[src/rtl/rmq_pkg.sv]
`default_nettype none
package rmq_pkg;

  // Q2.14 one
  localparam int unsigned QOne = 16384;

  // stages of each divider; the branch and flag pipeline beside them matches
  localparam int DivSteps = 31;

  typedef enum logic [1:0] {
    BrX = 2'd0,
    BrY = 2'd1,
    BrZ = 2'd2,
    BrW = 2'd3
  } branch_e;

  // classified word: radicand plus the three numerators in output order,
  // skipping the component that the scale gives directly
  typedef struct packed {
    logic               bad;
    branch_e            br;
    logic [16:0]        rad;
    logic signed [16:0] n0;
    logic signed [16:0] n1;
    logic signed [16:0] n2;
  } item_t;

  typedef struct packed {
    logic       valid;
    logic       bad;
    branch_e    br;
    logic [14:0] quarter;
  } meta_t;

endpackage
`default_nettype wire

[src/rtl/rmq_queue.sv]
`default_nettype none
module rmq_queue import rmq_pkg::*; (
  input  wire logic  clk_i,
  input  wire logic  rst_ni,
  input  wire logic  push_i,
  input  wire item_t item_i,
  output logic       full_o,
  input  wire logic  pop_i,
  output logic       empty_o,
  output item_t      item_o
);

  item_t      mem_q [2];
  logic       wptr_q, rptr_q;
  logic [1:0] cnt_q;

  always_ff @(posedge clk_i or negedge rst_ni) begin
    if (!rst_ni) begin
      wptr_q <= 1'b0;
      rptr_q <= 1'b0;
      cnt_q  <= 2'd0;
    end else begin
      if (push_i) wptr_q <= ~wptr_q;
      if (pop_i) rptr_q <= ~rptr_q;
      cnt_q <= cnt_q + 2'(push_i) - 2'(pop_i);
    end
  end

  always_ff @(posedge clk_i) begin
    if (push_i) mem_q[wptr_q] <= item_i;
  end

  assign full_o  = cnt_q[1];
  assign empty_o = (cnt_q == 2'd0);
  assign item_o  = mem_q[rptr_q];

endmodule
`default_nettype wire

[config.mk]
export PLATFORM = sky130hd
export DESIGN_NAME = rmq_queue
export DESIGN_NICKNAME = d
export VERILOG_FILES = /design/src/rtl/rmq_pkg.sv /design/src/rtl/rmq_queue.sv
export SDC_FILE = /design/constraint.sdc
export NUM_CORES = 1
export LEC_CHECK = 0
export ABC_AREA = 1
export BUFFER_PORTS_ARGS = -buffer_cell sky130_fd_sc_hd__buf_2
export CAP_MARGIN = 20
export CORE_ASPECT_RATIO = 1.4
export CORE_MARGIN = 8
export CORE_UTILIZATION = 35
export CTS_CLUSTER_DIAMETER = 150
export DETAILED_ROUTE_END_ITERATION = 10
export HOLD_SLACK_MARGIN = 0.05
export PLACE_DENSITY = 0.58
export SYNTH_ARGS = -nofsm -noshare
export SYNTH_HDL_FRONTEND = slang
export SYNTH_SLANG_ARGS = --single-unit
[constraint.sdc]
create_clock -name clk_i -period 6.3 [get_ports clk_i]
set_clock_uncertainty 0.1 [all_clocks]
set_input_delay 0.63 -clock clk_i [delete_from_list [all_inputs] [get_ports clk_i]]
set_output_delay 0.63 -clock clk_i [all_outputs]
set_load 0.05 [all_outputs]
# == Word level (Yosys, flattened, before mapping) ==
# Memory sizes are Yosys's and may differ from the RTL's.
# Cells that the tools add are included.
# op_classes
addsub,2
mux,2
bitwise_logic,2
reduce_logical,1
# op_table
cell,n
2-bit by 1-bit adder with 2-bit output,1
2-bit zero test,1
1-bit two-way mux,2
1-bit inverter,2
2-bit by 1-bit subtractor with 2-bit output,1
# word_totals
register_bits,4
ram_bits,142
out_inout_bits,73
elab_cells,11
mem_count,1
# memory_table
name,depth,word_bits,read_ports,rd_ports_with_merged_regs,wr,line,rtl
mem_q,2,71,1,0,1,rmq_queue.sv:13,item_t mem_q [2];

# == Logic depth before layout (Yosys ltp) ==
# logic_depth
ltp_word,2
mapped_depth,7
mapped_depth_nobuf,7

# == Least setup slack after synthesis ==
# Ideal clock, no wire load.
# synth_timing
path_kind,input to register
start,input port push_i
end,memory mem_q[0][0] (netlist bit) (enable)
setup_time_ps,502
arrival_ps,3646
required_time_ps,5698
setup_slack_ps,2052
stages,2
path_cell_list,inv_1 nor2_1
# synth_between
elab_chain_len,2
# synth_lines
item,line,rtl
from (decl),rmq_queue.sv:5,"input wire logic push_i,"
1-bit two-way mux,rmq_queue.sv:30,if (push_i) mem_q[wptr_q] <= item_i;
1-bit two-way mux (implied by the code),rmq_queue.sv:30,
to (decl),rmq_queue.sv:13,
# No other way between the ends.

==> results.ini <==
[synthesis]
ys_seq_elements = 146
ys_warn_count = 0
ys_seq_area_frac = 0.785
synthCells = 395
netlist_area_mm2 = 0.00556
avgSynthCellArea_um2 = 14.1
syn_nets = 472
yosys-top-cells-area = edfxtp_1 77%, inv_1 5.3%, nand2_1 5.2%, o21ai_0 4.7%, buf_12 2.9%
synth_top_area_frac = 0.767
post_synth_num_cell_types = 15
yosys.area.top_type = edfxtp_1

[hold_path]
holdPathStages = 1
min-delay-start = item_i[3]
hp-class = primary input to flip-flop

[power]
power_mw = 4.03
leakagePower_nw = 3.03
p_per_area_mw_per_mm2 = 571
vdd_drop_max_uv = 318

[critical_path]
rr_startpoint = wptr_q
crit_start = rptr_q
crit_arrival_ns = 2.11
endpoint = item_o[47]
rr_endpoint = mem_q[1][24]
startpoint_type = flip-flop
worstPathRequired_ns = 5.57
r2r_cells = 3
end_kind = output pin
path_class = flip-flop to output pin
crit_fanout = 81
r2r_slack_ns = 4.30

[sta]
finalSetupViolations = 0
tightest_slew_ns = 0.609
setup_tns_ns = 0
relSlewSlack = 0.594
finalCritPeriodShare = 0.451
final-hold-violation-count = 0
post-route-min-period_ns = 2.84
clock.fmax_ghz = 0.352
rsz0062_at_grt = false
maxSlewViolCount = 0

[die]
initial_core_util = 0.356
rows = 54
fp.dieW_um = 123
fp.dieH_um = 165
dieArea_mm2 = 0.0202
pin_count = 148
core-area_mm2 = 0.0156

[grt]
grt_pass1_wl_um = 17300
grtUsageTotal = 0.112
grt_pass1_vias = 3585
antenna_found_initial = 1
grt_max_degree = 82
grt_overflow_total = 0

[final_layout]
layout.nets = 627
final_util = 0.452
final_cell_area_mm2 = 0.00706
instances_no_fill = 759
diodes = 0
drive_gt1_frac = 0.330
area_delta_synth_final_pct = 26.9

[routing]
drt_iter0_markers = 147
drc = 0
dr.pass1.iters = 4
route.vias.total = 3302
wl_um = 11000
ant_nets = 0
viasPerCell = 4.35
wire_per_inst_um = 14.5

[clock_tree]
path_clk_slew_ns = 0.06
cts-root-buf = clkbuf_16
htreeDepth = 4
clk_latency_ns = 0.40
cts_sinks = 146
post_cts.repair.setup_buffers = 0
numCtsBuffers = 17
cts_buffer_depth = 2
cts_tree = done

[placed_design]
dpl.hpwl_um = 7450
place_inst = 725
dpl_cell_area_mm2 = 0.00640
gp_congestion = 0.686
port_buffers = 147

[run]
maxCapViolations = 0

[status]
status = completed

==> worst min path at each step <==
stage                    to  slack, ns
2_1_floorplan      cnt_q[0]       0.23
3_3_place_gp       cnt_q[0]       0.35
3_5_place_dp       cnt_q[1]       0.35
4_1_cts        mem_q[1][13]       0.29
5_1_grt        mem_q[0][19]       0.28
6_report        mem_q[1][3]       0.31
==> sequential cells by signal, indices dropped and copies added (netlist names) <==
name / flops
mem_q: 142
cnt_q: 2
rptr_q: 1
wptr_q: 1
==> where the power goes <==
group | leakage, nW | switching [mW] | internal, mW
logic | 1.34 | 1.26 | 0.308
clock network | 0.305 | 0.396 | 0.670
registers | 1.38 | 0.100 | 1.29
==> cell usage in the layout, fill, tap and decap left out <==
master	instances
clkbuf_16	17
nand2_1	77
bufinv_16	4
buf_4	2
o21ai_0	52
buf_2	147
edfxtp_1	142
clkbuf_1	1
nand3_1	1
clkinv_2	2
xor2_1	2
nor2_4	1
inv_8	1
clkinvlp_4	1
dfrtp_1	3
o21ai_2	2
clkinv_4	2
nor2_1	1
buf_12	1
dfrtp_4	1
buf_16	1
dlygate4sd3_1	1
inv_6	4
o21ai_1	17
inv_1	77
clkinv_1	1
ha_1	2
==> synth_stat cells <==
cell      count
buf_12        8
nand2_1      77
ha_1          2
clkbuf_1      6
o21ai_0      52
inv_1        78
o21ai_1      17
edfxtp_1    142
o21ai_2       2
xor2_1        2
buf_6         1
clkbuf_2      1
nor2_1        2
nand3_1       1
dfrtp_1       4
==> per-layer routing <==
metal  vias up  share of wire  track usage
met1      1541           0.38        0.113
met2       101           0.53        0.199
li1       1639              -            -
met4         2          0.020       0.0489
met3        19          0.073       0.0425
met5         -        0.00091            0
==> what timing repair did <==
action	in CTS	in global routing
resized for setup	0	0
hold buffers	1	0
endpoints found under the hold margin	4	0
==> cell families after synthesis <==
| group | Yosys count | share of synthesized area |
|---|---|---|
| compound gates | 71 | 0.0652 |
| xor+xnor | 2 | 0.00315 |
| fa+ha+maj | 2 | 0.00450 |
| buf+inv | 94 | 0.0884 |
| flops | 146 | 0.785 |
| simple gates | 80 | 0.0542 |
==> per-stage QoR <==
step / worst slack (ns) / hold WS, ns
floorplan: 2.05 / 0.234
CTS: 3.39 / 0.286
finish: 3.46 / 0.308
detailed placement: 3.48 / 0.347
global placement: 3.50 / 0.345
global route: 3.29 / 0.285
==> area by class of cell <==
class                           instances  area [um2]
Fill cell                            1457        8550
Sequential cell                       146        4370
Timing Repair Buffer                  152         808
Multi-Input combinational cell        155         714
Clock buffer                           18         429
Inverter                               78         294
Tap cell                              196         245
Clock inverter                         14         200
==> critical path: stages, from the launching register on <==
cell and delay [ns]:
dfrtp_4 0.80, buf_16 0.34, nand2_1 0.08, o21ai_0 0.12, buf_2 0.32
Power figures use the tool's default switching activity.
