**src/rtl/rmq_pkg.sv**
```systemverilog
`default_nettype none
package rmq_pkg;

  // Q2.14 one
  localparam int unsigned QOne = 16384;

  // stages of each divider; the branch and flag pipeline beside them matches
  localparam int DivSteps = 31;

  typedef enum logic [1:0] {
    BrX = 2'd0,
    BrY = 2'd1,
    BrZ = 2'd2,
    BrW = 2'd3
  } branch_e;

  // classified word: radicand plus the three numerators in output order,
  // skipping the component that the scale gives directly
  typedef struct packed {
    logic               bad;
    branch_e            br;
    logic [16:0]        rad;
    logic signed [16:0] n0;
    logic signed [16:0] n1;
    logic signed [16:0] n2;
  } item_t;

  typedef struct packed {
    logic       valid;
    logic       bad;
    branch_e    br;
    logic [14:0] quarter;
  } meta_t;

endpackage
`default_nettype wire

```
**src/rtl/rmq_sqrt.sv**
```systemverilog
`default_nettype none
// one result bit per stage: scale = floor(sqrt(rad * 65536))
module rmq_sqrt import rmq_pkg::*; (
  input  wire logic  clk_i,
  input  wire logic  rst_ni,
  input  wire logic  en_i,
  input  wire logic  valid_i,
  input  wire item_t item_i,
  output logic       valid_o,
  output item_t      item_o,
  output logic [16:0] root_o
);

  localparam int Steps = 17;

  logic        v_q    [Steps];
  item_t       it_q   [Steps];
  logic [17:0] rem_q  [Steps];
  logic [16:0] root_q [Steps];

  for (genvar k = 0; k < Steps; k++) begin : g_step
    localparam int Pair = Steps - 1 - k;
    logic        v_in;
    item_t       it_in;
    logic [17:0] rem_in;
    logic [16:0] root_in;
    logic [1:0]  pair;
    logic [19:0] rem_sh;
    logic [19:0] trial;
    logic        take;

    if (k == 0) begin : g_first
      assign v_in    = valid_i;
      assign it_in   = item_i;
      assign rem_in  = '0;
      assign root_in = '0;
    end else begin : g_next
      assign v_in    = v_q[k-1];
      assign it_in   = it_q[k-1];
      assign rem_in  = rem_q[k-1];
      assign root_in = root_q[k-1];
    end

    // upper pairs come from the radicand, the low ones from the 65536 factor
    if (Pair >= 8) begin : g_rad
      logic [17:0] rad18;
      assign rad18 = {1'b0, it_in.rad};
      assign pair  = rad18[2*(Pair-8) +: 2];
    end else begin : g_zero
      assign pair = 2'b00;
    end

    always_comb begin
      rem_sh = {rem_in, pair};
      trial  = {1'b0, root_in, 2'b01};
      take   = (rem_sh >= trial);
    end

    always_ff @(posedge clk_i or negedge rst_ni) begin
      if (!rst_ni) begin
        v_q[k] <= 1'b0;
      end else if (en_i) begin
        v_q[k] <= v_in;
      end
    end

    always_ff @(posedge clk_i) begin
      if (en_i) begin
        it_q[k]   <= it_in;
        rem_q[k]  <= take ? 18'(rem_sh - trial) : rem_sh[17:0];
        root_q[k] <= {root_in[15:0], take};
      end
    end
  end

  assign valid_o = v_q[Steps-1];
  assign item_o  = it_q[Steps-1];
  assign root_o  = root_q[Steps-1];

endmodule
`default_nettype wire

```
**config.mk**
```make
export PLATFORM = sky130hd
export DESIGN_NAME = rmq_sqrt
export DESIGN_NICKNAME = d
export VERILOG_FILES = /design/src/rtl/rmq_pkg.sv /design/src/rtl/rmq_sqrt.sv
export SDC_FILE = /design/constraint.sdc
export NUM_CORES = 1
export LEC_CHECK = 0
export ABC_CLOCK_PERIOD_IN_PS = 6300
export BUFFER_PORTS_ARGS = -buffer_cell sky130_fd_sc_hd__buf_4
export CORE_UTILIZATION = 38
export CTS_BUF_LIST = sky130_fd_sc_hd__clkbuf_4 sky130_fd_sc_hd__clkbuf_8
export CTS_CLUSTER_DIAMETER = 120
export DETAILED_ROUTE_END_ITERATION = 10
export GPL_TIMING_DRIVEN = 1
export PLACE_DENSITY = 0.63
export SETUP_SLACK_MARGIN = 0.2
export SLEW_MARGIN = 20
export SYNTH_ARGS = -nofsm -noshare
export SYNTH_HDL_FRONTEND = slang
export SYNTH_SLANG_ARGS = --single-unit
```
**constraint.sdc**
```tcl
create_clock -name clk_i -period 6.3 [get_ports clk_i]
set_input_delay 0.315 -clock clk_i [delete_from_list [all_inputs] [get_ports clk_i]]
set_output_delay 0.315 -clock clk_i [all_outputs]
set_load 0.01 [all_outputs]
```
=== After elaboration in Yosys (flattened, before gate mapping) ===
Memory sizes are Yosys's and may differ from the RTL's.
Cells that the tools add are included.

* Output and inout port bits: 89
* Bits of input ports: 75
* Memory bits (writable): 1802
* Register bits: 17
* Memories kept: 3

{| class="wikitable"
|+ Memories
! name !! words !! width !! read ports !! clocked after Yosys merged registers in !! write ports !! RTL line !! source
|-
| it_q || 17 || 71 || 17 || 0 || 17 || rmq_sqrt.sv:17 || <nowiki>item_t it_q [Steps];</nowiki>
|-
| rem_q || 17 || 18 || 16 || 0 || 17 || rmq_sqrt.sv:18 || <nowiki>logic [17:0] rem_q [Steps];</nowiki>
|-
| root_q || 17 || 17 || 17 || 0 || 17 || rmq_sqrt.sv:19 || <nowiki>logic [16:0] root_q [Steps];</nowiki>
|}

* Add/sub/neg operators: 17
* $lt $le $gt $ge: 17
* Multiplexer cells: 19

{| class="wikitable"
|+ Operators by type and width
! cell !! number
|-
| 20-bit by 19-bit >= comparator with 1-bit output || 16
|-
| 18-bit 2-to-1 mux || 17
|-
| 18-bit subtractor || 16
|-
| 1-bit 2-to-1 mux || 2
|-
| 1-bit by 1-bit subtractor with 2-bit output (second input constant) || 1
|-
| 1-bit >= comparator (second input constant) || 1
|}

=== Depth between registers and ports, before layout ===
An unclocked memory read counts as a cell.

* Word-level depth: 3
* Depth in mapped cells: 12
* Gate-level depth less buffers: 10

=== Least setup slack after synthesis ===
No wires, ideal clock.

* Path kind: reg-to-reg
* From: memory rem_q[12][1], in the netlist rem_q[0][217]
* To: memory rem_q[13][0], in the netlist rem_q[0][234] (data pin)
* Period minus slack after synthesis: 2958 ps
* Required time: 6031 ps
* Arrival time: 2690 ps
* Cell stages (with the launch flop): 11
* Slack: 3342 ps
* Library setup time: 269 ps
* Cells stage by stage: edfxtp_1 -> inv_1 -> ha_1 -> fa_1 -> a211oi_1 -> o21bai_1 -> a21oi_1 -> o21ai_0 -> a21oi_1 -> clkbuf_1 -> inv_1

{| class="wikitable"
|+ RTL lines
! element !! RTL line
|-
| start: declaration || rmq_sqrt.sv:18
|}

==> flow_summary.toml <==
[cts]
post_cts_resized = 0
numCtsBuffers = 283
clock_latency_ns = 0.94
clock-root-buffer = "clkbuf_8"
clkTransAtPathRegs_ns = 0.06
cts-htree-levels = 5
cts_sinks = 1617
clockBufferDepth = 4
cts_tree = "done"
hold_buffers = 136
postCtsSetupBuffers = 0

[floorplanning]
row_count = 143
die_area_um2 = 156100
num_io_pins = 164
die_x_um = 395.1
core_area_um2 = 152600
start_util_pct = 38.47
die_h_um = 395.1

[flow_run]
cap_violations = 0

[synthesis]
yosysUniqueCellTypes = 75
yosys_register_bits = 1617
syn_avg_cell_area_um2 = 18.51
syn_nets = 3410
async_flop_share_pct = 1.051
yosysWarningCount = 0
synth-edff-count = 1600
syn_inst = 3173
ys.flop_type = "edfxtp_1"
ys_seq_area_share_pct = 82.55
syn_area_um2 = 58720

[critical_path]
startpoint = "rem_q[0][217]"
crit_family = "compound AO/OA/AOI/OAI gates"
worstPathCellList = "inv_1 > ha_1 > fa_1 > a211oi_1 > o21bai_1 > a21oi_1 > o21ai_0 > a21oi_1 > buf_4 > mux2_2"
cp_slowest_cell = "a21oi_1"
cp.depth = 10
startpoint_type = "register"
crit_top_cell = "a21oi_1"
path_max_fanout = 20
crit_type = "reg2reg"
arrival_ns = 4.32
critPathBufInv = 2
r2r.worst_path.cells = 10
r2r_start = "rem_q[0][217]"
max_stage_delay_ns = 0.50
crit_path_end_kind = "register"
cp.required_ns = 6.92

[drt]
first_pass_iters = 5
viasPerCell = 4.539
wl_per_cell_um = 13.59
vias = 27045
wirelength_um = 81000
ant_nets = 0
drc_errors = 0
drtIter0Drc = 1624

[grt]
grt_max_degree = 201
antenna_found_initial = 2
grtUsageTotal_pct = 10.23
grt_overflow = 0
grt_pass1_vias = 27563
grt_pass1_wl_um = 130800

[run_status]
outcome = "complete, no violations"

[final_layout]
final_layout_size_suffix_gt1_share_pct = 16.93
fill_cells = 12884
final_nets = 3986
layout_common_cells = "edfxtp_1 (1600), clkbuf_8 (294), inv_1 (188)"
layout_commonest_cell = "edfxtp_1"
syn_to_final_growth_pct = 17.77

[sta]
hold_slack_ns = 0.1670
worst_slack_ns = 2.600
final_max_slew_viol_count = 0
fin_skew_ns = 0.06464
fin_setup_tns_ns = 0
fin_crit_sh_pct = 58.74
rsz0062_at_grt = "false"
fmax_mhz = 270.2
finalSetupViolCount = 0
worst_pin_slew_ns = 1.074
slew_headroom_pct = 28.37
period_minus_slack_ns = 3.700
finalHoldViolCount = 0

[power_and_ir_drop]
clkPwrFrac_pct = 37.1
switching_share_pct = 21.70
power_frac_seq_pct = 55.8
p_leak_nw = 24.92
p_comb_share_pct = 7.2
internal_power_w = 0.01851
powerDensity_nw_per_um2 = 341.9
switchingPower_w = 0.005133
vdd_drop_max_uv = 193.0

[placed_design]
hpwlAfterDp_um = 45230
dp_slack_ns = 2.714
gp_congestion = 0.8395
port_buffers = 163

[hold_path]
min_from = "item_i[53]"
hold_class = "in2reg"
hold_depth = 2
[per-layer routing]
layer	GRT usage, %	routed length (um)	part of all wire (%)	vias up
met4	5.655	2667	3.3	0
met5	0	0	0	-
li1	-	-	-	13314
met2	16.95	39820	49	563
met3	3.337	4124	5.1	240
met1	11.66	34390	42	12928
[path summary, 6_finish.rpt]
path | end | slack [ns]
max | rem_q[0][236] | 2.60
min reg2reg | it_q[6][62] | 0.36
min | it_q[0][53] | 0.17
max reg2reg | rem_q[0][236] | 2.60
max in group asynchronous | g_step[5].v_in | 5.25
min in group asynchronous | valid_o | 0.55
[cells in the mapped netlist (7+ instances only)]
cell type  instances  area share (%)
edfxtp_1        1600              82
inv_1            188             1.2
ha_1             155             3.3
nand2_1          152            0.97
o21ai_0          141             1.2
nor2_1           124            0.79
a21oi_1          115            0.98
xor2_1            89             1.3
xnor2_1           80             1.2
mux2_2            53             1.0
nor3_1            47            0.40
a21o_1            31            0.40
nand2b_1          27            0.29
o21a_1            27            0.35
clkbuf_1          26            0.17
nand3_1           26            0.22
nor4_1            25            0.27
or3_1             24            0.26
a211oi_1          23            0.29
dfrtp_1           17            0.72
nor2b_1           14            0.15
o21bai_1          13            0.17
or4_1             13            0.17
nand4_1           12            0.13
o31ai_1           12            0.15
a211o_1            9            0.13
and2_1             8           0.085
and3_1             8           0.085
nand3b_1           8            0.10
o211ai_1           8            0.10
fa_1               7            0.24
[worst register-to-register path: cells and delay by family, from the launching register on]
family	cells	cell delay [ns]
flip-flops	1	0.44
AO/OA/AOI/OAI	5	1.56
multiplexers	1	0.36
buffers and inverters	2	0.39
adder cells (fa/ha/maj)	2	0.66
[stage by stage]
stage | area [um2] | cells | power (W) | util [%]
global placement | 62640 | 5358 | 0.01495 | 41.04
detailed placement | 62640 | 5358 | 0.01504 | 41.04
finish | 69160 | 5959 | 0.02365 | 45.31
CTS | 69150 | 5957 | 0.02407 | 45.31
floorplan | 58720 | 3173 | 0.01438 | -
global route | 69160 | 5959 | 0.02481 | 45.31
[logic make-up (layout without fill, tap and decap cells)]
group / count (synthesis) / count (layout) / share of synthesized area (%)
simple gates: 518 / 518 / 4.341
fa+ha+maj: 162 / 162 / 3.541
xor+xnor: 169 / 169 / 2.521
mux: 56 / 56 / 1.068
compound gates: 430 / 430 / 4.532
flops: 1617 / 1617 / 82.55
buf+inv: 220 / 974 / 1.443
other cells: 1 / 3 / 0.006386
[final cells by class]
cell class	instances	area (um2)	share of cell area [%]
diodes	2	5.005	0.007237
clock buffers	372	4632	6.698
clock inverters	91	510.5	0.7382
inverters	189	709.4	1.026
multi-input cells	1336	9409	13.61
flip-flops and latches	1617	48470	70.09
well taps	2030	2540	3.673
repair buffers	322	2878	4.161
[registers in the layout, indices dropped and copies added (netlist names)]
signal,flops
valid_o,1
it_q,1207
g_step.v_in,16
rem_q,264
root_q,129
[power groups by stage]
stage / logic (W) / registers [W] / clock network, W
after global placement: 0.00157 / 0.0134 / 0
final: 0.00170 / 0.0132 / 0.00876
after global routing: 0.00190 / 0.0133 / 0.00964
after CTS: 0.00170 / 0.0132 / 0.00917
after floorplan: 0.00108 / 0.0133 / 0
after detailed placement: 0.00163 / 0.0134 / 0
(Power assumes the default switching activity.)
