File: config.mk
export PLATFORM = sky130hd
export DESIGN_NAME = rmq_div
export DESIGN_NICKNAME = d
export VERILOG_FILES = /design/src/rtl/rmq_pkg.sv /design/src/rtl/rmq_div.sv
export SDC_FILE = /design/constraint.sdc
export NUM_CORES = 2
export LEC_CHECK = 0
export ABC_AREA = 0
export BUFFER_PORTS_ARGS = -buffer_cell sky130_fd_sc_hd__buf_2
export CAP_MARGIN = 20
export CORE_MARGIN = 5
export CORE_UTILIZATION = 50
export CTS_BUF_LIST = sky130_fd_sc_hd__clkbuf_8
export DETAILED_ROUTE_END_ITERATION = 6
export PLACE_DENSITY_LB_ADDON = 0.12
export SLEW_MARGIN = 20
export SYNTH_ARGS = -nofsm -noshare
export SYNTH_HDL_FRONTEND = slang
export SYNTH_SLANG_ARGS = --single-unit
File: constraint.sdc
create_clock -name clk_i -period 4.3 [get_ports clk_i]
set_input_delay 0.86 -clock clk_i [delete_from_list [all_inputs] [get_ports clk_i]]
set_output_delay 0.86 -clock clk_i [all_outputs]
set_load 0.03 [all_outputs]
File: src/rtl/rmq_pkg.sv
`default_nettype none
package rmq_pkg;

  // Q2.14 one
  localparam int unsigned QOne = 16384;

  // stages of each divider; the branch and flag pipeline beside them matches
  localparam int DivSteps = 31;

  typedef enum logic [1:0] {
    BrX = 2'd0,
    BrY = 2'd1,
    BrZ = 2'd2,
    BrW = 2'd3
  } branch_e;

  // classified word: radicand plus the three numerators in output order,
  // skipping the component that the scale gives directly
  typedef struct packed {
    logic               bad;
    branch_e            br;
    logic [16:0]        rad;
    logic signed [16:0] n0;
    logic signed [16:0] n1;
    logic signed [16:0] n2;
  } item_t;

  typedef struct packed {
    logic       valid;
    logic       bad;
    branch_e    br;
    logic [14:0] quarter;
  } meta_t;

endpackage
`default_nettype wire

File: src/rtl/rmq_div.sv
`default_nettype none
// restoring divider, one quotient bit per stage: sat16((num * 16384) / den)
module rmq_div import rmq_pkg::*; (
  input  wire logic               clk_i,
  input  wire logic               en_i,
  input  wire logic signed [16:0] num_i,
  input  wire logic [16:0]        den_i,
  output logic signed [15:0]      quo_o
);

  localparam int Steps = DivSteps;

  logic        neg_q [Steps];
  logic [16:0] mag_q [Steps];
  logic [16:0] den_q [Steps];
  logic [16:0] rem_q [Steps];
  logic [30:0] quo_q [Steps];

  for (genvar k = 0; k < Steps; k++) begin : g_step
    localparam int Bit = Steps - 1 - k;
    logic        neg_in;
    logic [16:0] mag_in, den_in, rem_in;
    logic [30:0] quo_in;
    logic        dbit;
    logic [17:0] rem_sh;
    logic        take;

    if (k == 0) begin : g_first
      assign neg_in = num_i[16];
      assign mag_in = num_i[16] ? 17'(-num_i) : 17'(num_i);
      assign den_in = den_i;
      assign rem_in = '0;
      assign quo_in = '0;
    end else begin : g_next
      assign neg_in = neg_q[k-1];
      assign mag_in = mag_q[k-1];
      assign den_in = den_q[k-1];
      assign rem_in = rem_q[k-1];
      assign quo_in = quo_q[k-1];
    end

    // dividend is the magnitude shifted up by 14
    if (Bit >= 14) begin : g_bit
      assign dbit = mag_in[Bit-14];
    end else begin : g_zero
      assign dbit = 1'b0;
    end

    always_comb begin
      rem_sh = {rem_in, dbit};
      take   = (rem_sh >= {1'b0, den_in});
    end

    always_ff @(posedge clk_i) begin
      if (en_i) begin
        neg_q[k] <= neg_in;
        mag_q[k] <= mag_in;
        den_q[k] <= den_in;
        rem_q[k] <= take ? 17'(rem_sh - {1'b0, den_in}) : rem_sh[16:0];
        quo_q[k] <= {quo_in[29:0], take};
      end
    end
  end

  always_comb begin
    if (neg_q[Steps-1]) begin
      quo_o = (quo_q[Steps-1] > 31'd32768) ? 16'sh8000 : 16'(-quo_q[Steps-1]);
    end else begin
      quo_o = (quo_q[Steps-1] > 31'd32767) ? 16'sh7fff : 16'(quo_q[Steps-1]);
    end
  end

endmodule
`default_nettype wire

Word-level counts from Yosys, hierarchy flattened
Memories as Yosys holds them, arrays and structs flattened.
Cells that the tools add are included.

word-level totals
  register bits after elaboration = 0
  memory bits (writable) = 2573
  bits of input ports = 36
  output and inout bits = 16
  logic and storage cells = 108
  memories kept = 5

operators by class
  add/sub/neg operators = 33
  order comparisons = 33
  muxes and demuxes = 37

memory list
  name   words  bits a word  read ports  clocked after Yosys merged registers in  write ports  RTL line       source
  quo_q  31     31           31          0                                        31           rmq_div.sv:17  logic [30:0] quo_q [Steps];
  den_q  31     17           30          0                                        31           rmq_div.sv:15  logic [16:0] den_q [Steps];
  mag_q  31     17           30          0                                        31           rmq_div.sv:14  logic [16:0] mag_q [Steps];
  rem_q  31     17           30          0                                        31           rmq_div.sv:16  logic [16:0] rem_q [Steps];
  neg_q  31     1            31          0                                        31           rmq_div.sv:13  logic neg_q [Steps];

operators by type and width
  cell                                                                                count
  17-bit 2-to-1 mux                                                                   32
  18-bit by 17-bit greater-or-equal comparator with 1-bit output                      30
  17-bit subtractor                                                                   30
  16-bit 2-to-1 mux                                                                   3
  31-bit by 15-bit greater-than comparator with 1-bit output (second input constant)  1
  31-bit by 16-bit greater-than comparator with 1-bit output (second input constant)  1
  1-bit by 17-bit greater-or-equal comparator with 1-bit output                       1
  17-bit negator                                                                      1
  1-bit by 17-bit subtractor with 17-bit output                                       1
  16-bit negator                                                                      1
  1-bit 2-to-1 mux                                                                    2

Longest topological paths before layout
  depth after elaboration = 4
  depth in mapped cells = 14
  mapped depth without buffers = 12

Least setup slack after synthesis
No wires, ideal clock.

  path kind = reg-to-output
  start = memory quo_q[30][1], in the netlist quo_q[15][1]
  end = output port quo_o[15]
  arrival = 3.126 ns
  required time = 3.440 ns
  slack = 0.314 ns
  stages on the path, launching flop included = 9
  path buffers = 0
  cells stage by stage = edfxtp_1 or3_4 or3_4 or3_4 or3_4 or3_4 or3_1 xnor2_1 a21oi_1

RTL lines
  item                RTL line       source
  start: declaration  rmq_div.sv:17
  end: declaration    rmq_div.sv:8   output logic signed [15:0] quo_o

==> flow_results.org <==
** Clock tree
- CTS tree :: done
- Clock tree synthesis inserted a total of 306 buffers.
- Clock root cell :: sky130_fd_sc_hd__clkbuf_8
- Clock-pin slew was measured on the worst setup and hold paths at 60 ps.
- Clock sink count :: 1683
- CTS built an H-tree with a depth of 5.
- The clock reaches the later pin of the worst-skew pair after 980 ps.
- Counting along the longest clock path gives a buffer depth of 4.

** Min path
- Counting instances, the worst hold path has a depth of 1.
- Capture endpoint of the worst hold path :: mag_q[0][0]
- Hold path startpoint :: num_i[0]
- The path class of the tightest hold or removal check is input port to register.

** Timing
- Min Tclk post-route :: 4764 ps
- Setup clock skew after layout :: 48.60 ps
- Final-report max-slew violation count :: 0
- At the pin with the least slew margin, the transition time is 969.5 ps.
- WHS :: 140.8 ps
- Final period util :: 1.108
- RSZ-0062 raised after global routing :: true
- Max Freq :: 209.9 MHz
- The final count of hold timing violations is 0.
- After layout, the worst setup slack is -463.5 ps.
- Setup violation total in the final timing report :: 14
- Measured against its own limit, the worst slew margin works out to 0.3537.

** Global route
- Wire length of the first global-routing pass :: 252.0 mm
- Number of global-route vias before repair :: 47540
- Overall track demand over capacity in global routing :: 0.1795
- Congestion Overflow GR :: 0
- The number of antenna violations at the first check in global routing came to 5.
- Maximum number of pins on one net before global-route repair :: 112

** Route
- Met3 routed wirelength :: 7.091 mm
- The first detailed-routing pass took 6 iterations.
- DRC marker count from the first detailed-route iteration :: 3186
- In the routed layout, each cell is associated on average with a via count of 5.374.
- Antenna Nets Post-Route :: 0
- Routed length on met2 :: 72.19 mm
- Mean routed wirelength per cell :: 17.36 um
- The routed layout has 48500 vias.
- After detailed routing, the total wire length is 156.6 mm.
- Number of remaining DRC errors :: 0
- Topmost layer with routed signal wires :: met4
- Length of routed wiring on met1 :: 73.12 mm

** Power
- Of the total power, the share spent switching nets is 0.3380.
- Psw :: 21470 uW
- Worst vdd rail ir drop :: 0.3919 mV
- In this run the power density over the cells is 697.8 nW/um2.
- Of the total power, combinational logic draws 0.389.
- Leakage component of the power :: 0.03611 uW
- The share of total power dissipated in the clock network is 0.216.
- The share of total power dissipated in sequential elements is 0.395.
- Cell internal power dissipation :: 42060 uW

** Setup path
- The slowest stage of the critical path is the sky130_fd_sc_hd__or3_4 cell.
- The cell that appears most often on the critical path is sky130_fd_sc_hd__or3_4.
- At the worst endpoint, the required time is 3440 ps.
- Cell breakdown of the critical path :: or3_4 > or3_4 > or3_4 > or3_4 > or3_4 > or3_4 > xnor2_2 > a21oi_1 > buf_4
- The worst register-to-register path begins at mag_q[1][43].
- Crit path capture type :: output pin
- Path depth of the worst reg2reg path :: 11
- For the worst setup path, the data arrival time is 3900 ps.
- Slack of the worst reg-to-reg path :: 610 ps
- Of all nets on the critical path, the largest fanout is 3.
- STA classifies the critical path startpoint as a register.
- The largest single stage delay on the critical path is 400 ps.
- The worst setup path is of the register to output pin kind.
- In this run the critical register-to-register path is captured at rem_q[3][18].

** Logic synthesis
- Simple logic cell fraction of the synthesized area :: 0.07124
- Number of flops mapped to enable cells by yosys :: 1683
- The share of the synthesized area in compound gates (AO/OA/AOI/OAI) is 0.1029.
- Post-synth design cell area :: 81610 um2
- After synthesis, the largest family of logic cells by area is compound AO/OA/AOI/OAI gates.
- Top_reg_cell synth :: sky130_fd_sc_hd__edfxtp_1
- Number of storage elements in the synthesis netlist :: 1683
- In the synthesized netlist, the number of instances is 6257.
- After synthesis, the share of cell area in mux cells is 0.04326.
- The synthesized netlist contains 83 unique library cells.
- Number of nets produced by synthesis :: 6836
- A synthesized cell averages 13.04 um2.
- Number of warnings reported in the yosys synthesis log :: 0
- Sequential area share after synthesis :: 0.6192
- Of the total synthesized cell area, the portion taken by XOR and XNOR cells is 0.04142.
- Ys async rst share :: 0
- Synth Area in Adders :: 0.08591

** Die
- The region available for standard cell placement spans 162600 um2.
- Die width :: 414.0 um
- The die covers 171400 um2.
- After floorplanning, the core was divided into 148 placement rows.
- Number of top-level pins :: 52
- The initial utilization of the core area, before any placement, comes to 0.5020.
- The die is 414.0 um tall.

** Run status
- The run finished, with violations left.
- The final reports fail on negative setup slack.

** Final layout
- Finished layout cell area :: 91040 um2
- Of the cells placed in the final design, the portion with a size suffix greater than 1 is 0.1225.
- Signed area change from the synthesized netlist to the final layout :: 11.56%
- The net count of the finished layout is 7225.
- Once layout is complete, the utilization of the core stands at 0.5600.

** Placement
- The count of buffers added on input and output ports is 51.
- Summed over all nets, the half-perimeter wirelength after detailed placement is 110.3 mm.
- The congestion estimate from routability-driven global placement came to 0.8603.
- Area after detailed placement :: 85230 um2
- Prior to clock tree synthesis, the placed netlist has a worst setup slack of 191.9 ps.

** Run
- Max Cap Viol :: 0
layout make-up:
cell class,instances,area [um2]
diodes,3,7.507
clock buffers,314,4322
clock inverters,195,1117
fillers,13580,71540
inverters,692,2599
multi-input cells,3794,28270
flip-flops and latches,1683,50540
well taps,2175,2721
repair buffers,169,1466
state kept, by name, summed over array words and instances (netlist names):
name	count
neg_q	31
rem_q	510
quo_q	496
mag_q	136
den_q	510
timing repair:
| item | 4_1_cts | 5_1_grt |
|---|---|---|
| endpoints found under the hold margin | 15 | 0 |
| gates resized for setup | 18 | 4 |
| endpoints found under the setup margin | 16 | 16 |
| hold buffers | 15 | 0 |
| pin swaps | 5 | 1 |
| setup buffers | 13 | 4 |
power groups by stage:
stage	clock, uW	combinational (uW)	sequential [uW]
after floorplan	0	19200	24400
after global placement	0	24000	25400
after detailed placement	0	24400	25400
after CTS	14300	24700	25100
after global routing	15100	27700	25400
final	13700	24700	25100
synthesized netlist by cell type, types with 33 or more instances:
master,instances,area [um2]
sky130_fd_sc_hd__xor2_1,128,1121
sky130_fd_sc_hd__o31ai_1,37,277.8
sky130_fd_sc_hd__o21a_1,68,510.5
sky130_fd_sc_hd__nand2b_1,47,294.0
sky130_fd_sc_hd__o211ai_1,33,247.7
sky130_fd_sc_hd__xnor2_1,258,2260
sky130_fd_sc_hd__or3_1,33,206.5
sky130_fd_sc_hd__nand2_1,333,1250
sky130_fd_sc_hd__nand3_1,63,315.3
sky130_fd_sc_hd__clkbuf_1,77,289.0
sky130_fd_sc_hd__nor3_1,105,525.5
sky130_fd_sc_hd__a31oi_1,69,431.7
sky130_fd_sc_hd__nor2_1,355,1333
sky130_fd_sc_hd__ha_1,514,6431
sky130_fd_sc_hd__mux2_2,268,3018
sky130_fd_sc_hd__a211oi_1,37,277.8
sky130_fd_sc_hd__inv_1,690,2590
sky130_fd_sc_hd__edfxtp_1,1683,50540
sky130_fd_sc_hd__a21o_1,151,1134
sky130_fd_sc_hd__a21oi_1,394,1972
sky130_fd_sc_hd__nor2b_1,60,375.4
sky130_fd_sc_hd__nand4_1,72,450.4
sky130_fd_sc_hd__o21ai_0,296,1481
sky130_fd_sc_hd__o21bai_1,42,315.3
worst max-delay path: cells and delay by family, from the launching register on:
kind            cells  cell delay, ps
flops               1             390
simple gates        6            2110
buf+inv             1             180
compound gates      1             150
xor+xnor            1             130
cell families after synthesis:
| logic type | count (synthesis) |
|---|---|
| compound gates | 1331 |
| flops | 1683 |
| fa+ha+maj | 543 |
| xor+xnor | 386 |
| simple gates | 1217 |
| mux | 317 |
| buf+inv | 780 |
layer usage:
metal,vias up,GRT usage
li1,23980,-
met3,313,0.03115
met5,-,0
met1,23170,0.2517
met2,1034,0.2864
met4,0,0.05987
how the worst max path moves through the flow:
stage,start,end,slack [ps],depth (start not counted)
floorplan,quo_q[15][1],quo_o[15],310,8
global placement,quo_q[15][0],quo_o[5],250,11
detailed placement,quo_q[15][0],quo_o[5],190,11
CTS,quo_q[15][0],quo_o[15],-590,9
global route,quo_q[15][0],quo_o[15],-660,9
finish,quo_q[15][0],quo_o[15],-460,9
cells in the final DEF, fill, tap and decap left out, types with 18 or more instances in the layout:
cell | netlist | routed
sky130_fd_sc_hd__clkinv_1 | 1 | 75
sky130_fd_sc_hd__buf_12 | 0 | 21
sky130_fd_sc_hd__nand2_1 | 333 | 332
sky130_fd_sc_hd__a21boi_0 | 27 | 26
sky130_fd_sc_hd__mux2i_1 | 31 | 31
sky130_fd_sc_hd__buf_2 | 7 | 44
sky130_fd_sc_hd__a211oi_1 | 37 | 37
sky130_fd_sc_hd__xnor2_1 | 258 | 257
sky130_fd_sc_hd__o31ai_1 | 37 | 37
sky130_fd_sc_hd__nor3_1 | 105 | 105
sky130_fd_sc_hd__xor2_1 | 128 | 128
sky130_fd_sc_hd__and3_1 | 22 | 22
sky130_fd_sc_hd__mux2_2 | 268 | 268
sky130_fd_sc_hd__clkinv_2 | 1 | 20
sky130_fd_sc_hd__mux2_1 | 18 | 18
sky130_fd_sc_hd__nor2_1 | 355 | 354
sky130_fd_sc_hd__ha_1 | 514 | 513
sky130_fd_sc_hd__edfxtp_1 | 1683 | 1683
sky130_fd_sc_hd__and2_1 | 21 | 21
sky130_fd_sc_hd__o21bai_1 | 42 | 40
sky130_fd_sc_hd__a21o_1 | 151 | 151
sky130_fd_sc_hd__nand3_1 | 63 | 63
sky130_fd_sc_hd__buf_4 | 1 | 87
sky130_fd_sc_hd__o31a_1 | 18 | 18
sky130_fd_sc_hd__a311oi_1 | 18 | 18
sky130_fd_sc_hd__fa_1 | 29 | 29
sky130_fd_sc_hd__nand2b_1 | 47 | 47
sky130_fd_sc_hd__or3_1 | 33 | 32
sky130_fd_sc_hd__inv_1 | 690 | 774
sky130_fd_sc_hd__nor2b_1 | 60 | 60
sky130_fd_sc_hd__or2_2 | 31 | 31
sky130_fd_sc_hd__a31oi_1 | 69 | 65
sky130_fd_sc_hd__clkbuf_8 | 0 | 314
sky130_fd_sc_hd__o21a_1 | 68 | 68
sky130_fd_sc_hd__a21oi_1 | 394 | 393
sky130_fd_sc_hd__o21ai_0 | 296 | 293
sky130_fd_sc_hd__nand4_1 | 72 | 72
sky130_fd_sc_hd__o211ai_1 | 33 | 33
through the flow:
stage               power [uW]  std cells  TNS, ps
floorplan                43620       6257        0
global placement         49440       8481        0
detailed placement       49800       8481        0
CTS                      64140       9018    -6466
global route             68130       9025    -8594
finish                   63530       9025    -4162
(Power assumes the default switching activity.)
