### config.mk
export PLATFORM = sky130hd
export DESIGN_NAME = rmq_front
export DESIGN_NICKNAME = d
export VERILOG_FILES = /design/src/rtl/rmq_pkg.sv /design/src/rtl/rmq_front.sv
export SDC_FILE = /design/constraint.sdc
export NUM_CORES = 1
export LEC_CHECK = 0
export BUFFER_PORTS_ARGS = -buffer_cell sky130_fd_sc_hd__buf_2
export CAP_MARGIN = 20
export CORE_MARGIN = 2
export CORE_UTILIZATION = 40
export DETAILED_ROUTE_END_ITERATION = 10
export GPL_TIMING_DRIVEN = 0
export PLACE_DENSITY = 0.57
export SLEW_MARGIN = 20
export SYNTH_ARGS = -nofsm -noshare
export SYNTH_HDL_FRONTEND = slang
export SYNTH_SLANG_ARGS = --single-unit
### constraint.sdc
create_clock -name clk_i -period 0.8 [get_ports clk_i]
set_input_delay 0.04 -clock clk_i [delete_from_list [all_inputs] [get_ports clk_i]]
set_output_delay 0.04 -clock clk_i [all_outputs]
set_load 0.05 [all_outputs]
### src/rtl/rmq_pkg.sv
`default_nettype none
package rmq_pkg;

  // Q2.14 one
  localparam int unsigned QOne = 16384;

  // stages of each divider; the branch and flag pipeline beside them matches
  localparam int DivSteps = 31;

  typedef enum logic [1:0] {
    BrX = 2'd0,
    BrY = 2'd1,
    BrZ = 2'd2,
    BrW = 2'd3
  } branch_e;

  // classified word: radicand plus the three numerators in output order,
  // skipping the component that the scale gives directly
  typedef struct packed {
    logic               bad;
    branch_e            br;
    logic [16:0]        rad;
    logic signed [16:0] n0;
    logic signed [16:0] n1;
    logic signed [16:0] n2;
  } item_t;

  typedef struct packed {
    logic       valid;
    logic       bad;
    branch_e    br;
    logic [14:0] quarter;
  } meta_t;

endpackage
`default_nettype wire

### src/rtl/rmq_front.sv
`default_nettype none
module rmq_front import rmq_pkg::*; (
  input  wire logic               clk_i,
  input  wire logic               rst_ni,
  input  wire logic               load_i,
  input  wire logic               drain_i,
  input  wire logic signed [15:0] e00_i,
  input  wire logic signed [15:0] e01_i,
  input  wire logic signed [15:0] e02_i,
  input  wire logic signed [15:0] e10_i,
  input  wire logic signed [15:0] e11_i,
  input  wire logic signed [15:0] e12_i,
  input  wire logic signed [15:0] e20_i,
  input  wire logic signed [15:0] e21_i,
  input  wire logic signed [15:0] e22_i,
  output logic                    valid_o,
  output item_t                   item_o
);

  logic signed [18:0] a00, a11, a22, one, trace, rad;
  logic signed [16:0] s12m21, s20m02, s01m10, p10p01, p02p20, p21p12;
  item_t item_d, item_q;
  logic  valid_q;

  always_comb begin
    a00    = 19'(e00_i);
    a11    = 19'(e11_i);
    a22    = 19'(e22_i);
    one    = 19'(QOne);
    trace  = a00 + a11 + a22 + one;
    s12m21 = 17'(e12_i) - 17'(e21_i);
    s20m02 = 17'(e20_i) - 17'(e02_i);
    s01m10 = 17'(e01_i) - 17'(e10_i);
    p10p01 = 17'(e10_i) + 17'(e01_i);
    p02p20 = 17'(e02_i) + 17'(e20_i);
    p21p12 = 17'(e21_i) + 17'(e12_i);
    item_d = '0;
    priority if (trace > 19'sd0) begin
      rad       = trace;
      item_d.br = BrW;
      item_d.n0 = s12m21;
      item_d.n1 = s20m02;
      item_d.n2 = s01m10;
    end else if (e00_i > e11_i && e00_i > e22_i) begin
      rad       = one + a00 - a11 - a22;
      item_d.br = BrX;
      item_d.n0 = p10p01;
      item_d.n1 = p02p20;
      item_d.n2 = s12m21;
    end else if (e11_i > e22_i) begin
      rad       = one + a11 - a00 - a22;
      item_d.br = BrY;
      item_d.n0 = p10p01;
      item_d.n1 = p21p12;
      item_d.n2 = s20m02;
    end else begin
      rad       = one + a22 - a00 - a11;
      item_d.br = BrZ;
      item_d.n0 = p02p20;
      item_d.n1 = p21p12;
      item_d.n2 = s01m10;
    end
    item_d.bad = (rad <= 19'sd0);
    item_d.rad = rad[16:0];
  end

  always_ff @(posedge clk_i or negedge rst_ni) begin
    if (!rst_ni) begin
      valid_q <= 1'b0;
    end else if (load_i) begin
      valid_q <= 1'b1;
    end else if (drain_i) begin
      valid_q <= 1'b0;
    end
  end

  always_ff @(posedge clk_i) begin
    if (load_i) begin
      item_q <= item_d;
    end
  end

  assign valid_o = valid_q;
  assign item_o  = item_q;

endmodule
`default_nettype wire

# After elaboration in Yosys (flattened, before gate mapping)
# Cells that the tools add are included.
totals:
  inputBits: 148
  word_cells: 42
  register_bits: 72
classes:
  n_lt_le_gt_ge: 5
  addsub: 18
  muxes: 10
  n_reduce_logical: 2
ops:
  columns: ["op", "n"]
  rows:
  - ["$mux W51", 3]
  - ["$add A16 B16 Y17", 4]
  - ["$mux W19", 3]
  - ["$sub A18 B16 Y19", 3]
  - ["$sub A17 B16 Y18", 3]
  - ["$add A16 B16 Y17 const A", 3]
  - ["$sub A16 B16 Y17", 3]
  - ["$gt A16 B16 Y1", 3]
  - ["$add A18 B16 Y19 const B", 1]
  - ["$gt A19 B1 Y1 const B", 1]
  - ["$le A19 B1 Y1 const B", 1]
  - ["$add A17 B16 Y18", 1]
  - ["$mux W2", 2]
  - ["$mux W1", 2]
  - ["$reduce_bool A2 Y1", 1]
  - ["$logic_and A1 B1 Y1", 1]

# Longest topological paths before layout
# Gate-level depths: netlist (run 1).
logic_depth:
  ltp_word: 7
  ltp_mapped: 19

# Worst setup path after synthesis (run 1)
# OpenSTA, ideal clock, no wires.
synth_path:
  path_kind: "input to register"
  startpoint: "in e00_i[2]"
  endpoint: "reg item_q, in the netlist item_o[70] (data pin)"
  t_required_ns: 0.635
  stages: 17
  arrival_time_ns: 4.359
  setup_ns: 0.165
  path_slack_ns: -3.724
  path_cell_list: "inv_1 -> fa_1 -> inv_1 -> ha_1 -> ha_1 -> fa_1 -> a211oi_1 -> o21ai_2 -> a221oi_2 -> xnor2_1 -> and4b_1 -> nand4_2 -> o21ai_1 -> mux2i_1 -> o2111ai_1 -> a2111o_1 -> o31ai_2"
synth_rtl:
  columns: ["element", "line_no", "rtl"]
  rows:
  - ["start, declared", "rmq_front.sv:7", "input wire logic signed [15:0] e00_i,"]
  - ["end signal, assigned", "rmq_front.sv:79", "item_q <= item_d;"]
  - ["end, declared", "rmq_front.sv:22", "item_t item_d, item_q;"]

==> results of run 1 <==
-- cell type report --
type | instances | area, sq um
fillers | 3629 | 17400
well taps | 511 | 639
multi-input cells | 1456 | 13200
repair buffers | 310 | 2630
plain buffers | 58 | 463
clock inverters | 6 | 85.1
inverters | 228 | 882
flip-flops and latches | 72 | 2160
clock buffers | 9 | 225
-- metal layers --
layer / global-route usage / up-vias / share of wire
met1: 0.368 / 7012 / 0.46
met5: 0 / - / 0.00024
li1: - / 7001 / -
met3: 0.0430 / 70 / 0.063
met4: 0.0650 / 2 / 0.021
met2: 0.435 / 383 / 0.46
-- kinds of logic after synthesis --
group / count (synthesis) / share of synthesized area
flops: 72 / 0.141
compound gates: 481 / 0.207
simple gates: 434 / 0.136
mux: 31 / 0.0212
xor+xnor: 130 / 0.0746
fa+ha+maj: 380 / 0.348
buf+inv: 290 / 0.0724
-- what timing repair did --
| item | in CTS | in global routing |
|---|---|---|
| hold buffers | 3 | 0 |
| pin swaps | 53 | 31 |
| setup endpoints to repair | 143 | 143 |
| resized for setup | 418 | 115 |
| buffers inserted | 58 | 25 |
| cloned | 5 | 3 |
| endpoints found under the hold margin | 2 | 0 |
-- through the flow --
step,setup slack (ns),utilization
final,-3.29,0.539
after global routing,-3.43,0.539
after CTS,-3.25,0.522
after detailed placement,-4.62,0.458
after global placement,-4.58,0.457
after floorplan,-3.17,-
-- layout by cell type, fill, tap and decap left out, drive strengths merged, types with 12 or more instances in the layout --
master | netlist | final
inv | 228 | 225
xor2 | 52 | 52
a31oi | 19 | 19
o22ai | 12 | 12
xnor2 | 78 | 78
nor4 | 13 | 13
nand2 | 120 | 120
nand3 | 39 | 39
nand2b | 21 | 21
a21oi | 122 | 122
clkbuf | 43 | 48
a211oi | 23 | 23
fa | 74 | 74
ha | 306 | 306
a21o | 23 | 23
edfxtp | 71 | 71
nor3 | 35 | 35
o21ai | 115 | 115
nor2b | 20 | 20
o21a | 17 | 17
nor2 | 123 | 123
or3 | 15 | 15
buf | 19 | 326
o211ai | 31 | 31
mux2i | 23 | 23
o31ai | 12 | 12
o21bai | 13 | 13
-- sequential cells by signal (all words and copies together), names as in the netlist --
signal	count
item_o	71
valid_o	1
-- worst min-delay path by stage --
| stage | from | endpoint |
|---|---|---|
| finish | load_i | item_o[3] |
| detailed placement | rst_ni | valid_o |
| global placement | rst_ni | valid_o |
| global route | load_i | item_o[3] |
| CTS | load_i | item_o[3] |
| floorplan | rst_ni | valid_o |
-- worst max-delay path: stages --
cell        delay, ns
buf_8            0.08
clkinvlp_4       0.09
fa_1             0.55
inv_2            0.07
ha_4             0.22
ha_4             0.16
fa_2             0.38
a211oi_4         0.33
o21ai_4          0.13
a221oi_4         0.31
buf_4            0.17
buf_6            0.09
o21ai_2          0.07
a21oi_2          0.13
a22o_4           0.17
o21ai_4          0.08
buf_6            0.14
buf_8            0.12
nand3_1          0.11
o2111ai_2        0.19
a2111o_1         0.37
o31ai_4          0.26
-- power by group --
| part | internal [mW] | switching, mW |
|---|---|---|
| clock | 2.71 | 1.83 |
| sequential | 5.94 | 0.624 |
| combinational | 15.4 | 21.6 |
| total | 24.1 | 24.1 |
==> metrics.cfg, run 1 <==
[outcome]
outcome=finished, violations left
violations=negative setup slack

[sta]
finalClockSkew_ns=0
maxSlewViolCount=0
worst_pin_slew_ns=1.15
finalHoldViolCount=0
finalWorstPathRequiredPeriod_ns=4.09
whs_ns=0.149
relSlewSlack=0.229
rsz0062_at_grt=true
fin_setup_tns_ns=-228.09
max_freq_ghz=0.245
finalSetupViolations=143
fin_crit_sh=5.11
fin_ws_ns=-3.29

[route]
wire_per_inst_microns=20.2
drt-initial-drc-count=1122
routed_wl_microns=53600
viasPerCell=5.46
drc=0
routed-via-count=14468
postRouteAntennaNets=0
drtPass1Iterations=6

[worst_setup_path]
r2r-end=valid_o
crit_required_ns=0.99
endpoint=item_o[70]
end_kind=flip-flop
path_class=primary input to flip-flop
cp_max_fo=5
reg2reg_from=valid_o
cp-start-kind=primary input
reg2reg_depth=1
cp-startpoint=e22_i[2]
reg2reg_slack_ns=0.11
crit_arrival_ns=4.28

[synth]
netlist_instances=1818
yosysMostFrequentCell=ha_1
synth_ff_type=edfxtp_1
synthesis.nets=2346
ys_types=81
synth_top_area_frac=0.251
synth_warnings=0
synth_edf_count=71
synth_common_cells=306 x ha_1, 228 x inv_1, 123 x nor2_1
yosysTopAreaCell=ha_1
ys_seq_elements=72
async_flop_share=0.0139
yosysSeqAreaShare=0.141
syn-cell-area_sq_um=15300
avgSynthCellArea_sq_um=8.40
synth_area_leaders=ha_1 25%, edfxtp_1 14%, fa_1 9.7%, inv_1 5.6%, xnor2_1 4.5%

[clocking]
clkLatencyLatePin_ns=0.36
cts_tree=yes
cts-root-buf=clkbuf_16
cts_made_buffers=9
clkTransAtPathRegs_ns=0.07
ctsLongestPathBuffers=2
htreeDepth=3
clock-sinks=72

[global_route]
grt_pass1_vias=14286
grt_pass1_wl_microns=80500
grtUsageTotal=0.267
antenna_found_initial=2
overflow=0
grt_max_degree=45

[layout]
final_cell_area_sq_um=20300
layout.cells.non_filler=2650
antenna_cells=0
syn2layout_area_growth_pct=33.0
drive_gt1_frac=0.279
nets=2663

[min_path]
hold_path_depth=1
hold_path_class=primary input to flip-flop

[place]
io_buffers=219
place_inst=2549
place_area_sq_um=17300
gp_congestion=0.914
dp_hpwl_microns=41900

[floorplanning]
core_area_sq_um=37700
die_w_microns=199
dieArea_sq_um=39800
rows=71
die_h_microns=199
io_pins=220
start_util=0.405

[pwr]
leakage_nw=9.36
finalPower_mw=48.1
power.density_nw_per_um2=2370
ir_drop_uv=1390

[job]
max-cap-violations=0

Note: power is estimated with default switching activity, not from simulation.
==> run 2: changes to the inputs <==
--- a/config.mk
+++ b/config.mk
@@ -8,10 +8,11 @@
 export BUFFER_PORTS_ARGS = -buffer_cell sky130_fd_sc_hd__buf_2
 export CAP_MARGIN = 20
 export CORE_MARGIN = 2
-export CORE_UTILIZATION = 40
+export CORE_UTILIZATION = 35
 export DETAILED_ROUTE_END_ITERATION = 10
 export GPL_TIMING_DRIVEN = 0
-export PLACE_DENSITY = 0.57
+export PLACE_DENSITY = 0.51
+export RECOVER_POWER = 25
 export SLEW_MARGIN = 20
 export SYNTH_ARGS = -nofsm -noshare
 export SYNTH_HDL_FRONTEND = slang
==> constraint.sdc (replaced) <==
create_clock -name clk_i -period 0.8 [get_ports clk_i]
set_input_delay 0.04 -clock clk_i [delete_from_list [all_inputs] [get_ports clk_i]]
set_output_delay 0.04 -clock clk_i [all_outputs]
set_load 0.02 [all_outputs]
==> run 2 against run 1 <==
Effect of this change:
- the flow still finishes with violations (negative setup slack)
- power is 4.0% lower
- worst hold slack better by 0.055 ns
- utilization fell by 6.2 points
- maximum frequency up 0.42%
- critical path type unchanged
- largest power group unchanged
==> metrics.cfg, run 2 (synthesis results as in run 1) <==
[worst_setup_path]
path_class=primary input to flip-flop  ; unchanged
cp_max_fo=6  ; was 5
cp-start-kind=primary input  ; unchanged
crit_required_ns=0.97  ; was 0.99 ns
reg2reg_slack_ns=0.04  ; was 0.11 ns
r2r-end=valid_o  ; unchanged
crit_arrival_ns=4.24  ; was 4.28 ns
reg2reg_depth=2  ; was 1
reg2reg_from=valid_o  ; unchanged
end_kind=flip-flop  ; unchanged

[place]
place_area_sq_um=17300  ; about the same
io_buffers=219  ; unchanged
dp_hpwl_microns=43400  ; was 41,900 microns
pre_cts_slack_ns=-4.60  ; was -4.62 ns
gp_congestion=0.893  ; was 0.914

[floorplanning]
core_area_sq_um=43100  ; was 37,700 sq um
io_pins=220  ; unchanged
die_w_microns=213  ; was 199 microns
rows=76  ; was 71
die_h_microns=213  ; was 199 microns
dieArea_sq_um=45300  ; was 39,800 sq um
start_util=0.354  ; was 0.405

[layout]
drive_gt1_frac=0.285  ; was 0.279
fill_cells=4196  ; was 3,629
largest_reg_flops=71  ; unchanged
syn2layout_area_growth_pct=34.5  ; was 33.0%
final_cell_mix=290 x ha_1, 201 x inv_1, 154 x buf_2  ; was 293 x ha_1, 203 x inv_1, 146 x buf_2
utilization=0.477  ; was 0.539
layout_commonest_cell=ha_1  ; unchanged
nets=2662  ; was 2,663
final_cell_area_sq_um=20500  ; was 20,300 sq um

[clocking]
ctsLongestPathBuffers=2  ; unchanged
clock-sinks=72  ; unchanged
htreeDepth=3  ; unchanged
clkTransAtPathRegs_ns=0.07  ; about the same
cts_tree=yes  ; unchanged
clkLatencyLatePin_ns=0.34  ; was 0.36 ns
cts_made_buffers=9  ; unchanged
cts-root-buf=clkbuf_16  ; unchanged

[outcome]
outcome=finished, violations left  ; unchanged
violations=negative setup slack  ; unchanged

[global_route]
grt_pass1_wl_microns=82800  ; was 80,500 microns
grtUsageTotal=0.241  ; was 0.267
overflow=0  ; unchanged
grt_pass1_vias=14446  ; was 14,286
grt_max_degree=42  ; was 45
antenna_found_initial=13  ; was 2

[sta]
max_freq_ghz=0.246  ; was 0.245 GHz
whs_ns=0.204  ; was 0.149 ns
finalWorstPathRequiredPeriod_ns=4.07  ; was 4.09 ns
fin_ws_ns=-3.27  ; was -3.29 ns
fin_crit_sh=5.09  ; was 5.11
worst_pin_slew_ns=1.12  ; was 1.15 ns
maxSlewViolCount=0  ; unchanged
rsz0062_at_grt=true  ; unchanged
relSlewSlack=0.246  ; was 0.229
finalSetupViolations=145  ; was 143
finalHoldViolCount=0  ; unchanged
finalClockSkew_ns=0  ; unchanged

[pwr]
power.density_nw_per_um2=2250  ; was 2370 nW/um^2
leakage_nw=9.36  ; about the same
finalPower_mw=46.2  ; was 48.1 mW
ir_drop_uv=1460  ; was 1390 uV

[min_path]
hold_path_class=primary input to flip-flop  ; unchanged
hold_end=item_o[17]  ; was item_o[3]
min_from=e02_i[0]  ; was load_i
hold_path_depth=3  ; was 1

[route]
viasPerCell=5.30  ; was 5.46
postRouteAntennaNets=0  ; unchanged
drt-initial-drc-count=975  ; was 1,122
drtPass1Iterations=5  ; was 6
routed_wl_microns=55100  ; was 53,600 microns
drc=0  ; unchanged
routed-via-count=14451  ; was 14,468
wire_per_inst_microns=20.2  ; about the same

[job]
max-cap-violations=0  ; unchanged

-- run 2: worst max path at each step --
stage,from,to,slack [ns],cells past startpoint
final,e22_i[2],item_o[70],-3.27,18
after global routing,e11_i[6],item_o[70],-3.43,16
after CTS,e22_i[2],item_o[70],-3.17,18
after detailed placement,e00_i[7],item_o[3],-4.60,11
after global placement,e11_i[15],item_o[16],-4.70,15
after floorplan,e22_i[2],item_o[70],-3.17,16
-- run 2: layer usage --
layer | part of all wire | global-route usage
met1 | 0.46 | 0.332
met2 | 0.46 | 0.387
met3 | 0.064 | 0.0443
met4 | 0.022 | 0.0593
met5 | 0.0020 | 0
-- run 2: stage by stage --
stage / instances / setup TNS (ns)
finish: 2729 / -220.45
global route: 2725 / -231.97
CTS: 2705 / -216.62
detailed placement: 2623 / -296.70
global placement: 2622 / -357.65
floorplan: 1818 / -201.39
-- run 2: power breakdown --
part / switching [mW] / leakage (nW) / internal (mW) / total [mW]
clock: 1.80 / 0.153 / 2.73 / 4.53
sequential: 0.684 / 0.705 / 5.94 / 6.62
combinational: 19.4 / 8.50 / 15.7 / 35.0
-- run 2: area by class of cell --
type	instances	area, sq um	area share
repair buffers	310	2640	0.128
clock buffers	9	225	0.0110
diodes	5	12.5	0.000609
clock inverters	7	93.8	0.00457
plain buffers	57	447	0.0218
inverters	228	882	0.0430
well taps	585	732	0.0356
flip-flops and latches	72	2160	0.105
multi-input cells	1456	13300	0.650
-- run 2: repair_timing --
| action | CTS | global route |
|---|---|---|
| setup endpoints to repair | 143 | 153 |
| hold endpoints to repair | 2 | 0 |
| hold buffers | 3 | 0 |
| pin swaps | 79 | 33 |
| resized for setup | 369 | 181 |
| buffers inserted | 55 | 29 |
| gates cloned | 9 | 1 |
-- run 2: worst max-delay path: stages --
cell	delay, ns
buf_8	0.08
clkinvlp_4	0.09
fa_1	0.55
inv_2	0.07
ha_4	0.22
ha_4	0.16
fa_2	0.38
a211oi_4	0.31
o21ai_4	0.13
a221oi_4	0.34
xnor2_2	0.18
and4b_1	0.27
nand4_4	0.13
o21a_4	0.28
o41ai_4	0.24
o2111ai_2	0.20
a2111o_1	0.35
o31ai_2	0.22
==> run 3: changes to the inputs <==
--- a/config.mk
+++ b/config.mk
@@ -11,7 +11,6 @@
 export CORE_UTILIZATION = 35
 export DETAILED_ROUTE_END_ITERATION = 10
 export GPL_TIMING_DRIVEN = 0
-export PLACE_DENSITY = 0.51
 export RECOVER_POWER = 25
 export SLEW_MARGIN = 20
 export SYNTH_ARGS = -nofsm -noshare
==> run 3 against run 2 <==
Effect of this change:
- the run still ends with negative setup slack left
- clock power shrank 5.3%
- worst hold slack lost 0.011 ns
- clock-buffer cell count unchanged
- critical path depth stayed put
- utilization decreased by 0.23 points
- die area is the same
- largest cell class unchanged
- highest routed layer unchanged
==> metrics.cfg, run 3 (synthesis results as in run 1) <==
[sta]
finalClockSkew_ns=0  ; unchanged
worst_pin_slew_ns=0.891  ; was 1.12 ns
rsz0062_at_grt=true  ; unchanged
max_freq_ghz=0.242  ; was 0.246 GHz
fin_crit_sh=5.16  ; was 5.09
fin_ws_ns=-3.33  ; was -3.27 ns
finalHoldViolCount=0  ; unchanged
whs_ns=0.194  ; was 0.204 ns
maxSlewViolCount=0  ; unchanged
relSlewSlack=0.401  ; was 0.246
finalSetupViolations=188  ; was 145
finalWorstPathRequiredPeriod_ns=4.13  ; was 4.07 ns

[floorplanning]
die_w_microns=213  ; unchanged
die_h_microns=213  ; unchanged
core_area_sq_um=43100  ; unchanged
start_util=0.354  ; unchanged
dieArea_sq_um=45300  ; unchanged
io_pins=220  ; unchanged
rows=76  ; unchanged

[worst_setup_path]
path_class=primary input to flip-flop  ; unchanged
reg2reg_from=valid_o  ; unchanged
cp_cell_sequence=buf_8, clkinvlp_4, fa_1, inv_2, ha_4, ha_4, fa_2, a211oi_4, o21ai_4, a221oi_4, xnor2_2, and4b_1, nand4_4, o21a_4, o41ai_4, o2111ai_2, a2111o_1, o31ai_4  ; was buf_8, clkinvlp_4, fa_1, inv_2, ha_4, ha_4, fa_2, a211oi_4, o21ai_4, a221oi_4, xnor2_2, and4b_1, nand4_4, o21a_4, o41ai_4, o2111ai_2, a2111o_1, o31ai_2
cp_top_family=compound AO/OA/AOI/OAI gates  ; unchanged
cpMaxStageDelayCell=fa_1  ; unchanged
crit_required_ns=0.98  ; was 0.97 ns
max_stage_delay_ns=0.55  ; about the same
reg2reg_slack_ns=0.12  ; was 0.04 ns
r2r-end=valid_o  ; unchanged
cp-startpoint=e22_i[2]  ; unchanged
crit_arrival_ns=4.31  ; was 4.24 ns
reg2reg_depth=1  ; was 2
cp-start-kind=primary input  ; unchanged
cp_max_fo=4  ; was 6
worst_path_most_repeated_cell=ha_4  ; unchanged
end_kind=flip-flop  ; unchanged
path_buf_inv=3  ; unchanged

[pwr]
power.density_nw_per_um2=2250  ; about the same
ir_drop_uv=1430  ; was 1460 uV
leakage_nw=9.33  ; was 9.36 nW

[min_path]
hold_path_depth=3  ; unchanged
hold_end=item_o[0]  ; was item_o[17]
hold_path_class=primary input to flip-flop  ; unchanged
min_from=e10_i[0]  ; was e02_i[0]

[clocking]
clkTransAtPathRegs_ns=0.06  ; was 0.07 ns
clkLatencyLatePin_ns=0.35  ; was 0.34 ns
clock-sinks=72  ; unchanged
ctsLongestPathBuffers=2  ; unchanged
cts-root-buf=clkbuf_16  ; unchanged
htreeDepth=3  ; unchanged
cts_tree=yes  ; unchanged
cts_made_buffers=9  ; unchanged

[place]
gp_congestion=0.906  ; was 0.893
dp_hpwl_microns=43200  ; was 43,400 microns
io_buffers=219  ; unchanged
pre_cts_slack_ns=-4.68  ; was -4.60 ns
place_area_sq_um=17300  ; about the same

[outcome]
outcome=finished, violations left  ; unchanged
violations=negative setup slack  ; unchanged

[layout]
utilization=0.474  ; was 0.477
nets=2656  ; was 2,662
final_cell_mix=294 x ha_1, 202 x inv_1, 150 x buf_2  ; was 290 x ha_1, 201 x inv_1, 154 x buf_2
regArea_sq_um=2160  ; unchanged
final_cell_area_sq_um=20400  ; was 20,500 sq um
multiInputGateArea_sq_um=13400  ; was 13,300 sq um
layout_commonest_cell=ha_1  ; unchanged
drive_gt1_frac=0.283  ; was 0.285
syn2layout_area_growth_pct=33.8  ; was 34.5%
fill_cells=4144  ; was 4,196
largest_reg_flops=71  ; unchanged

[route]
routed_wl_microns=55000  ; was 55,100 microns
drtPass1Iterations=6  ; was 5
routed-via-count=14453  ; was 14,451
viasPerCell=5.31  ; was 5.30
drc=0  ; unchanged
wire_per_inst_microns=20.2  ; about the same
postRouteAntennaNets=0  ; unchanged
drt-initial-drc-count=890  ; was 975

[job]
max-cap-violations=0  ; unchanged

[global_route]
grt_max_degree=46  ; was 42
grt_pass1_wl_microns=82500  ; was 82,800 microns
overflow=0  ; unchanged
grt_pass1_vias=14529  ; was 14,446
grtUsageTotal=0.240  ; was 0.241
antenna_found_initial=11  ; was 13

## run 3: cell count changes in the layout (fill, tap and decap cells not counted), sizes merged
cell and delta:
buf -8, bufbuf -1, bufinv -1, clkbuf +3, clkinv +1, diode -1
## run 3: power by group
| part | total [mW] | switching, mW | internal [mW] |
|---|---|---|---|
| registers | 6.58 | 0.639 | 5.94 |
| logic | 35.1 | 19.5 | 15.5 |
| clock network | 4.29 | 1.88 | 2.42 |
## run 3: worst max-delay path by stage
stage	to	slack, ns	depth (start not counted)
2_1_floorplan	item_o[70]	-3.17	16
3_3_place_gp	item_o[70]	-4.59	12
3_5_place_dp	item_o[9]	-4.68	11
4_1_cts	item_o[70]	-3.25	18
5_1_grt	item_o[70]	-3.42	16
6_report	item_o[70]	-3.33	18
## run 3: cell type report
| type | count | area share |
|---|---|---|
| diodes | 4 | 0.000490 |
| plain buffers | 59 | 0.0244 |
| clock buffers | 9 | 0.0110 |
| clock inverters | 7 | 0.00343 |
| inverters | 228 | 0.0427 |
| multi-input cells | 1456 | 0.655 |
| flip-flops and latches | 72 | 0.106 |
| well taps | 585 | 0.0358 |
| repair buffers | 302 | 0.122 |
## run 3: tightest hold or removal path, stage by stage
cell	delay, ns
buf_2	0.09
ha_1	0.19
o21ai_2	0.07
## run 3: timing repair
action,in CTS,in global routing
endpoints found under the hold margin,2,0
hold buffers,3,0
buffers inserted,53,20
cloned,10,1
setup endpoints to repair,143,143
gates resized for setup,372,180
pin swaps,60,49
## run 3: metal layers
layer / share of wire / track usage
met4: 0.025 / 0.0639
met5: 0.0017 / 0
met3: 0.068 / 0.0504
met1: 0.45 / 0.328
met2: 0.45 / 0.384
## run 3: metrics by stage
step / instances / setup TNS (ns) / power (mW)
2_1_floorplan: 1818 / -201.39 / 23.2
3_3_place_gp: 2622 / -355.21 / 30.7
3_5_place_dp: 2623 / -299.77 / 30.9
4_1_cts: 2704 / -222.53 / 42.9
5_1_grt: 2720 / -242.99 / 48.7
6_report: 2722 / -231.72 / 46.0
